[src/rtl/rmq_fifo.sv]
// two entry queue between front and back
`timescale 1ns / 1ps
module rmq_fifo #(
  parameter int DATA_W = 74
) (
  input  logic              clk,
  input  logic              rst_n,
  input  logic              in_valid,
  output logic              in_ready,
  input  logic [DATA_W-1:0] in_data,
  output logic              out_valid,
  input  logic              out_ready,
  output logic [DATA_W-1:0] out_data
);
  logic [DATA_W-1:0] mem_r [2];
  logic              wr_ptr_r, rd_ptr_r;
  logic [1:0]        count_r;
  logic              push, pop;

  assign in_ready  = (count_r != 2'd2);
  assign out_valid = (count_r != 2'd0);
  assign out_data  = mem_r[rd_ptr_r];
  assign push      = in_valid && in_ready;
  assign pop       = out_valid && out_ready;

  // pointers and fill count
  always_ff @(posedge clk) begin
    if (!rst_n) begin
      wr_ptr_r <= 1'b0;
      rd_ptr_r <= 1'b0;
      count_r  <= 2'd0;
    end else begin
      if (push) wr_ptr_r <= !wr_ptr_r;
      if (pop)  rd_ptr_r <= !rd_ptr_r;
      count_r <= count_r + {1'b0, push} - {1'b0, pop};
    end
  end

  // storage
  always_ff @(posedge clk) begin
    if (push) begin
      mem_r[wr_ptr_r] <= in_data;
    end
  end

  ap_count_range: assert property (@(posedge clk) disable iff (!rst_n)
    count_r != 2'd3) else $error("queue count out of range");
  ap_ptr_match: assert property (@(posedge clk) disable iff (!rst_n)
    (count_r == 2'd0 || count_r == 2'd2) |-> (wr_ptr_r == rd_ptr_r))
    else $error("queue pointers disagree with count");
  ap_pop_nonempty: assert property (@(posedge clk) disable iff (!rst_n)
    (count_r == 2'd1 && pop && !push) |=> (count_r == 2'd0))
    else $error("queue count lost an item");

endmodule

[config.mk]
export PLATFORM = sky130hd
export DESIGN_NAME = rmq_fifo
export DESIGN_NICKNAME = d
export VERILOG_FILES = /design/src/rtl/rmq_fifo.sv
export SDC_FILE = /design/constraint.sdc
export NUM_CORES = 1
export LEC_CHECK = 0
export ABC_AREA = 1
export ABC_CLOCK_PERIOD_IN_PS = 6400
export BUFFER_PORTS_ARGS = -buffer_cell sky130_fd_sc_hd__buf_2
export CAP_MARGIN = 20
export CORE_MARGIN = 10
export CORE_UTILIZATION = 50
export DETAILED_ROUTE_END_ITERATION = 10
export GPL_ROUTABILITY_DRIVEN = 0
export GPL_TIMING_DRIVEN = 0
export PLACE_DENSITY = 0.81
export RECOVER_POWER = 50
export SYNTH_ARGS = -nofsm -noshare
export SYNTH_HDL_FRONTEND = slang
export SYNTH_SLANG_ARGS = --single-unit
export TNS_END_PERCENT = 5
[constraint.sdc]
create_clock -name clk -period 6.4 [get_ports clk]
set_clock_uncertainty 0.05 [all_clocks]
set_input_delay 0.32 -clock clk [delete_from_list [all_inputs] [get_ports clk]]
set_output_delay 0.32 -clock clk [all_outputs]
set_load 0.01 [all_outputs]
## Word level (Yosys, flattened, before mapping)

Memories as Yosys holds them, arrays and structs flattened. A register that Yosys moved wholly into a read port is not among the register bits.
Index checks and enable logic that the tools add are counted.

| storage, ports and cells | value |
|---|---|
| bits in registers | 4 |
| memory bits (writable) | 148 |
| input port bits | 78 |
| logic and storage cells | 16 |
| memories kept | 1 |

| operators by class | value |
|---|---|
| $add $sub $neg | 2 |
| equal/unequal tests | 1 |
| muxes and demuxes | 4 |
| reductions and logical operators | 5 |

Memories:

| memory | depth | bits a word | rd ports | clocked after memory_dff | wr ports | line | text |
|---|---|---|---|---|---|---|---|
| mem_r | 2 | 74 | 1 | 1 | 1 | 15 | `logic [DATA_W-1:0] mem_r [2];` |

Operators with widths:

| cell | count |
|---|---|
| 2-to-1 mux 1 bit | 4 |
| adder 2 x 1 -> 2 bit | 1 |
| logical AND 1 bit | 2 |
| logical NOT 1 bit | 2 |
| != test 2 bit (second input constant) | 1 |
| nonzero test 2 bit | 1 |
| subtractor 2 x 1 -> 2 bit | 1 |

## Depth between registers and ports, before layout

Gate-level depths: netlist (run 1).

| depth | value |
|---|---|
| word-level depth | 4 |
| gate-level depth with buffers | 11 |

## Worst setup path before layout (run 1)

No wires, ideal clock.

| timing path | value |
|---|---|
| kind | register to register |
| from | reg count_r[0] |
| to | mem mem_r[1][0] (enable) |
| library setup time | 0.508 ns |
| arrival | 3.768 ns |
| required time | 5.842 ns |
| setup slack | 2.074 ns |
| cell stages (with the launch flop) | 5 |
| path buffers | 0 |
| period minus slack after synthesis | 4.326 ns |
| cell sequence | dfxtp_1 -> inv_1 -> nand2_1 -> nand2_1 -> nor2_1 |

| between the ends | value |
|---|---|
| longest elaborated chain between the ends | 4 |

Ends and longest elaborated chain:

| element | line | text |
|---|---|---|
| start: declaration | 17 | `logic [1:0] count_r;` |
| start signal: assignment | 35 | `count_r <= count_r + {1'b0, push} - {1'b0, pop};` |
| != test 2 bit | 20 | `assign in_ready = (count_r != 2'd2);` |
| net in_ready | 9 | `output logic in_ready,` |
| logical AND 1 bit | 23 | `assign push = in_valid && in_ready;` |
| 2-to-1 mux 1 bit | 41 | `if (push) begin` |
| 2-to-1 mux 1 bit (implied by the code) | 42 | `mem_r[wr_ptr_r] <= in_data;` |
| end: declaration | 15 |  |

The timed path passes the listed nets, and every way through them passes these cells.

## Worst setup path in the final report (run 1)

| timing path | value |
|---|---|
| from | reg count_r[0] |
| to | mem mem_r[1][43] (enable) |

| between the ends | value |
|---|---|
| longest elaborated chain between the ends | 4 |

Ends and longest elaborated chain:

| element | line |
|---|---|
| != test 2 bit | 20 |
| logical AND 1 bit | 23 |
| 2-to-1 mux 1 bit | 41 |
| 2-to-1 mux 1 bit (implied by the code) | 42 |

No other way between the ends.

==> flow_metrics.tcl, run 1 <==
set metrics [dict create \
    first_global_vias 3293 \
    min_from "in_data[8]" \
    cts_tree "built" \
    wl_per_cell_um 18.1 \
    cts.path.max_buffers 2 \
    clock_sinks 153 \
    clock_latency_ns 0.40 \
    ctsRootBufferMaster "clkbuf_16" \
    fin_nets 521 \
    synth_fa_ha_area_share_pct 0.215 \
    track_usage_pct 13.4 \
    end_kind "flop" \
    crit_arrival_ns 2.72 \
    status "complete, but fails checks" \
    synthXorXnorAreaFrac_pct 0.151 \
    clk_pin_slew_ns 0.06 \
    crit_chain "inv_1 > nand2_1 > nand2_1 > nor2_1 > buf_12" \
    combPwrFrac_pct 24.9 \
    startpoint "count_r[0]" \
    core_mm2 0.0114 \
    synthMuxAreaShare_pct 18.2 \
    initial_core_util_pct 51.0 \
    pwr-share-clk_pct 32.2 \
    cts-resized-gates 0 \
    worst_path_max_delay_cell "nor2_1" \
    viasPerCell 4.85 \
    drive_gt1_share_pct 51.2 \
    drv_cap 2 \
    grt_max_degree 31 \
    drt_iter0_drc 248 \
    post-cts-setup-buffer-count 0 \
    met2WireLength_um 5840 \
    reg2reg_to "mem_r[1][43]" \
    hold_viol 0 \
    post-dp-hpwl_um 7800 \
    grt_first_pass_wirelength_um 16900 \
    internal_power_uw 2270 \
    switching_power_uw 788 \
    dieArea_mm2 0.0164 \
    r2r_start "count_r[0]" \
    num_vias 2908 \
    synth_warnings 0 \
    worstSetupStartpointType "flop" \
    tns_ns 0 \
    rr_worst_depth 5 \
    period_needed_ns 2.67 \
    rows 39 \
    met3WireLength_um 928 \
    peakVddDrop_mv 0.199 \
    met1_length_um 3990 \
    violations "capacitance limit, slew limit" \
    path_depth 5 \
    holdPathStages 1 \
    fp.dieH_um 128 \
    reg2reg_slack_ns 3.73 \
    synthSimpleGateAreaFrac_pct 1.38 \
    seqPwrFrac_pct 42.8 \
    io_pins 154 \
    power_leakage_uw 0.00286 \
    syn_area_per_cell_um2 21.9 \
    max_stage_delay_ns 1.36 \
    p_per_area_mw_per_mm2 413 \
    min_to "mem_r[1][8]" \
    hold_path_class "in -> reg" \
    routed_wl_um 10900 \
    rsz0062_at_grt "false" \
    critPathMostFrequentCell "nand2_1" \
    n_fill_cell 831 \
    synth-compound-area-share_pct 0.0860 \
    hold_buffers 0 \
    sw_frac_of_total_pct 25.8 \
    timing.final.crit_share_pct 41.8 \
    critPathBufInv 2 \
    die_w_um 128 \
    synth_top_family_by_area "multiplexers" \
    ys_types 13 \
    antenna_found_initial 2 \
    gr-total-overflow 0 \
    cts_buffers 17 \
    crit_family "simple AND/OR/NAND/NOR gates" \
    h-tree-depth 4 \
    setup-violations-final 0 \
    yosys_register_bits 153 \
    drtPass1Iterations 4 \
    max_freq_mhz 374 \
    top_layer_used "met5" \
    critical_path_class "reg -> reg" \
    placed_cell_area_mm2 0.00686 \
    area_growth_pct 27.0 \
    final_area_mm2 0.00739 \
    worstMarginPinSlew_ns 1.80 \
    ant_nets 0 \
    seq_area_frac_synth_pct 78.1 \
    syn-num-nets 345 \
    cp.required_ns 6.45 \
    io_buffers 153 \
    drv_slew 35 \
    drc 0 \
    relSlewSlack_pct -20.2 \
    crit_fanout 30 \
    synth_area_mm2 0.00582 \
    syn_inst 266 \
]
-- cell usage after synthesis --
library cell | number | area (um2)
dfxtp_1 | 5 | 100
buf_2 | 1 | 5.00
nand3_1 | 1 | 5.00
xnor2_1 | 1 | 8.76
inv_1 | 7 | 26.3
nand2_1 | 11 | 41.3
edfxtp_1 | 148 | 4440
mux2_4 | 60 | 901
buf_6 | 7 | 78.8
ha_1 | 1 | 12.5
nor2_1 | 9 | 33.8
a21oi_1 | 1 | 5.00
mux2_2 | 14 | 158
-- registers in the layout (all words and copies together), names as in the netlist, named ones only --
name and count:
count_r 2, mem_r 148, rd_ptr_r 1, wr_ptr_r 1
-- logic make-up after synthesis --
family,after synthesis
flops,153
mux,74
simple gates,21
buf+inv,15
compound gates,1
xor+xnor,1
fa+ha+maj,1
-- worst max-delay path by stage --
| stage | end | slack [ns] |
|---|---|---|
| floorplan | mem_r[1][0] | 2.07 |
| global placement | mem_r[1][46] | 0.51 |
| detailed placement | mem_r[1][68] | 4.48 |
| CTS | out_data[54] | 4.40 |
| global route | mem_r[1][67] | 3.38 |
| finish | mem_r[1][43] | 3.73 |
-- cell usage in the layout, fill, tap and decap left out, drive strengths merged --
| master | netlist | routed |
|---|---|---|
| a21oi | 1 | 1 |
| buf | 8 | 132 |
| bufinv | 0 | 3 |
| clkbuf | 0 | 54 |
| clkinv | 0 | 6 |
| clkinvlp | 0 | 2 |
| dfxtp | 5 | 5 |
| diode | 0 | 1 |
| edfxtp | 148 | 148 |
| ha | 1 | 1 |
| inv | 7 | 7 |
| mux2 | 74 | 74 |
| nand2 | 11 | 11 |
| nand3 | 1 | 1 |
| nor2 | 9 | 9 |
| xnor2 | 1 | 1 |
-- layout make-up --
class                      instances  area, um2  area share [%]
inverter                           7       26.3           0.356
clock inverter                    11        149            2.02
antenna                            1       2.50          0.0339
timing repair buffer             157        806            10.9
multi-input combinational         98       1160            15.8
tap                              143        179            2.42
buffer                             8       76.3            1.03
clock buffer                      21        440            5.96
sequential                       153       4540            61.5
-- metrics by stage --
stage               power [uW]  hold WS, ns  util, %  setup WS (ns)  cells
finish                    3050       0.0496     64.7           3.73    599
CTS                       3110       0.0285     65.2           4.40    598
detailed placement        2120        0.461     60.1           4.48    566
floorplan                 1840        0.363        -           2.07    266
global placement          2090        0.431     59.2          0.506    562
global route              3200       0.0261     64.7           3.38    599
-- power by group through the flow --
stage          combinational, uW  clock (uW)  sequential [uW]
6_report                     762         984             1310
4_1_cts                      793        1010             1310
3_5_place_dp                 790           0             1330
3_3_place_gp                 746           0             1350
5_1_grt                      827        1050             1320
2_1_floorplan                507           0             1330
-- routing by layer --
layer  track usage [%]  up-vias
met5                 0        -
met4              4.97        2
met3              7.15        9
met2              23.3       95
met1              13.4     1415
li1                  -     1387
Power figures use the tool's default switching activity.
==> run 2, diff against run 1 <==
--- a/config.mk
+++ b/config.mk
@@ -5,8 +5,8 @@
 export SDC_FILE = /design/constraint.sdc
 export NUM_CORES = 1
 export LEC_CHECK = 0
-export ABC_AREA = 1
-export ABC_CLOCK_PERIOD_IN_PS = 6400
+export ABC_AREA = 0
+export ABC_CLOCK_PERIOD_IN_PS = 2490
 export BUFFER_PORTS_ARGS = -buffer_cell sky130_fd_sc_hd__buf_2
 export CAP_MARGIN = 20
 export CORE_MARGIN = 10
@@ -14,7 +14,7 @@
 export DETAILED_ROUTE_END_ITERATION = 10
 export GPL_ROUTABILITY_DRIVEN = 0
 export GPL_TIMING_DRIVEN = 0
-export PLACE_DENSITY = 0.81
+export PLACE_DENSITY = 0.82
 export RECOVER_POWER = 50
 export SYNTH_ARGS = -nofsm -noshare
 export SYNTH_HDL_FRONTEND = slang
==> constraint.sdc (replaced) <==
create_clock -name clk -period 2.49 [get_ports clk]
set_clock_uncertainty 0.05 [all_clocks]
set_input_delay 0.1245 -clock clk [delete_from_list [all_inputs] [get_ports clk]]
set_output_delay 0.1245 -clock clk [all_outputs]
set_load 0.01 [all_outputs]
==> run 2 against run 1 <==
The flow now finishes without violations. Sequential power is 140% higher. Die area is 2.8% lower. Register-to-register slack worse by 3.4 ns. Cell area is 5.8% higher. Via count is 11% higher. Total power is 130% higher. Sequential share of layout area is 3.4 points lower. Synthesized cell count is 2.3% lower. Final cell count is 10% higher. Wire length is 10% higher. Non-clock buffer count is 73 higher. Global-route usage is 1.9 points higher.
==> flow_metrics.tcl, run 2 <==
set metrics [dict create \
    drv_cap 0 \
    seq_area_frac_synth_pct 80.7 \
    first_global_vias 3595 \
    drtPass1Iterations 4 \
    largest_reg_flops 148 \
    synth_area_mm2 0.00563 \
    clock_latency_ns 0.41 \
    max_freq_mhz 472 \
    timing.final.crit_share_pct 85.1 \
    die_w_um 126 \
    grt_max_degree 44 \
    hold_viol 0 \
    io_pins 154 \
    h-tree-depth 4 \
    relSlewSlack_pct 46.8 \
    synth-compound-area-share_pct 0.778 \
    routed_wl_um 12000 \
    gr-total-overflow 0 \
    synth_most_common_cell "edfxtp_1" \
    syn-num-nets 339 \
    setup-violations-final 0 \
    syn_inst 260 \
    synthSimpleGateAreaFrac_pct 1.73 \
    yosys_register_bits 153 \
    p_per_area_mw_per_mm2 880 \
    area_growth_pct 38.9 \
    worstSetupStartpointType "flop" \
    synth_warnings 0 \
    synth_edf_count 148 \
    dieArea_mm2 0.0159 \
    reg_top3 "mem_r: 148 flops, count_r: 2 flops" \
    syn_area_per_cell_um2 21.6 \
    synthMuxAreaShare_pct 14.8 \
    final_cell_mix "edfxtp_1, buf_2, dlygate4sd3_1, mux2_1, clkbuf_1" \
    n_fill_cell 716 \
    stdcell_count 661 \
    antenna_found_initial 0 \
    synth_fa_ha_area_share_pct 0.222 \
    viasPerCell 4.86 \
    wl_per_cell_um 18.1 \
    rows 38 \
    synthTopCellsByArea "edfxtp_1, mux2_1, dfxtp_1" \
    max_stage_delay_ns 0.74 \
    synth_commonest_cells "edfxtp_1, mux2_1, buf_6" \
    worst_path_max_delay_cell "and3_2" \
    core_mm2 0.0109 \
    yosysTopAreaCell "edfxtp_1" \
    drc 0 \
    ant_nets 0 \
    synth_top_family_by_area "multiplexers" \
    ys_types 26 \
    antenna_cells 0 \
    fp.dieH_um 126 \
    ys.flop_type "edfxtp_1" \
    power_leakage_uw 0.00285 \
    crit_arrival_ns 2.15 \
    end_kind "flop" \
    setup_ws_ns 0.370 \
    clk_pin_slew_ns 0.06 \
    post-cts-setup-buffer-count 0 \
    worstMarginPinSlew_ns 0.797 \
    drt_iter0_drc 182 \
    placed_cell_area_mm2 0.00662 \
    pre_cts_ws_ns 0.569 \
    critPathBufInv 1 \
    synthXorXnorAreaFrac_pct 0.156 \
    cts_tree "built" \
    cts_buffers 17 \
    crit_chain "nand2b_1 > and3_2 > buf_12" \
    final_common_cell "edfxtp_1" \
    async_flop_share_pct 0 \
    drive_gt1_share_pct 25.1 \
    rsz0062_at_grt "false" \
    hold_path_class "in -> reg" \
    drv_slew 0 \
    top_register "mem_r" \
    final_area_mm2 0.00782 \
    crit_family "simple AND/OR/NAND/NOR gates" \
    status "complete, no violations" \
    cp.required_ns 2.52 \
    peakVddDrop_mv 0.662 \
    track_usage_pct 15.3 \
    ctsRootBufferMaster "clkbuf_16" \
    tns_ns 0 \
    io_buffers 153 \
    critical_path_class "reg -> reg" \
    period_needed_ns 2.12 \
    initial_core_util_pct 51.5 \
    cts.path.max_buffers 2 \
    clock_sinks 153 \
    grt_first_pass_wirelength_um 19200 \
    num_vias 3214 \
    fin_nets 588 \
    synth_top_cell_area_share_pct 79.0 \
    dp.cells 555 \
    crit_fanout 43 \
    post-dp-hpwl_um 7740 \
]
run 2: changes by cell type after synthesis, moves of 2 or more:
cell	before	now
and3_1	0	2
inv_1	7	2
mux2_1	0	74
mux2_2	14	0
mux2_4	60	0
nand2_1	11	0
nor2_1	9	4
run 2: what timing repair did:
item | in CTS | in global routing
endpoints found under the hold margin | 153 | 0
hold buffers | 75 | 0
resized for setup | 0 | 0
run 2: per-stage QoR:
step,total power (uW),hold WS (ns),utilization (%)
after detailed placement,4570,0.266,60.5
after global placement,4520,0.262,60.1
after global routing,7190,0.110,71.5
final,6880,0.0799,71.5
after CTS,6970,0.0468,72.3
after floorplan,4010,0.173,-
run 2: where the power goes:
part,total [uW],switching (uW),internal (uW)
registers,3190,67.2,3130
clock network,2300,940,1360
logic,1390,748,639
run 2: final timing paths:
check	start	end	slack, ns	depth (start not counted)
setup reg to reg	count_r[0]	mem_r[1][22]	0.37	3
hold reg to reg	rd_ptr_r	flop	0.46	2
setup / recovery	count_r[0]	mem_r[1][22]	0.37	3
hold / removal	in_valid	wr_ptr_r	0.08	3
run 2: worst register-to-register path: cells and delay by family, from the launching register on:
family | cells | cell delay (ns)
buffers and inverters | 1 | 0.32
DFF | 1 | 0.43
and+or+nand+nor | 2 | 0.96
run 2: cell type report:
type | count | area (um2) | share of cell area (%)
multi-input combinational | 97 | 997 | 12.8
sequential | 153 | 4540 | 58.1
clock buffer | 19 | 433 | 5.54
buffer | 8 | 80.1 | 1.02
timing repair buffer | 230 | 1480 | 18.9
inverter | 2 | 10.0 | 0.128
clock inverter | 12 | 104 | 1.33
tap | 140 | 175 | 2.24
run 2: cell families after synthesis:
logic type      Yosys count
fa+ha+maj                 1
flops                   153
xor+xnor                  1
buf+inv                  10
compound gates            6
mux                      74
simple gates             15
run 2: routing by layer:
| layer | vias to the layer above | track usage, % | wire, um |
|---|---|---|---|
| met4 | 0 | 5.89 | 160 |
| met1 | 1557 | 16.8 | 4610 |
| li1 | 1523 | - | - |
| met3 | 18 | 5.70 | 898 |
| met2 | 116 | 26.4 | 6320 |
| met5 | - | 0 | 0 |
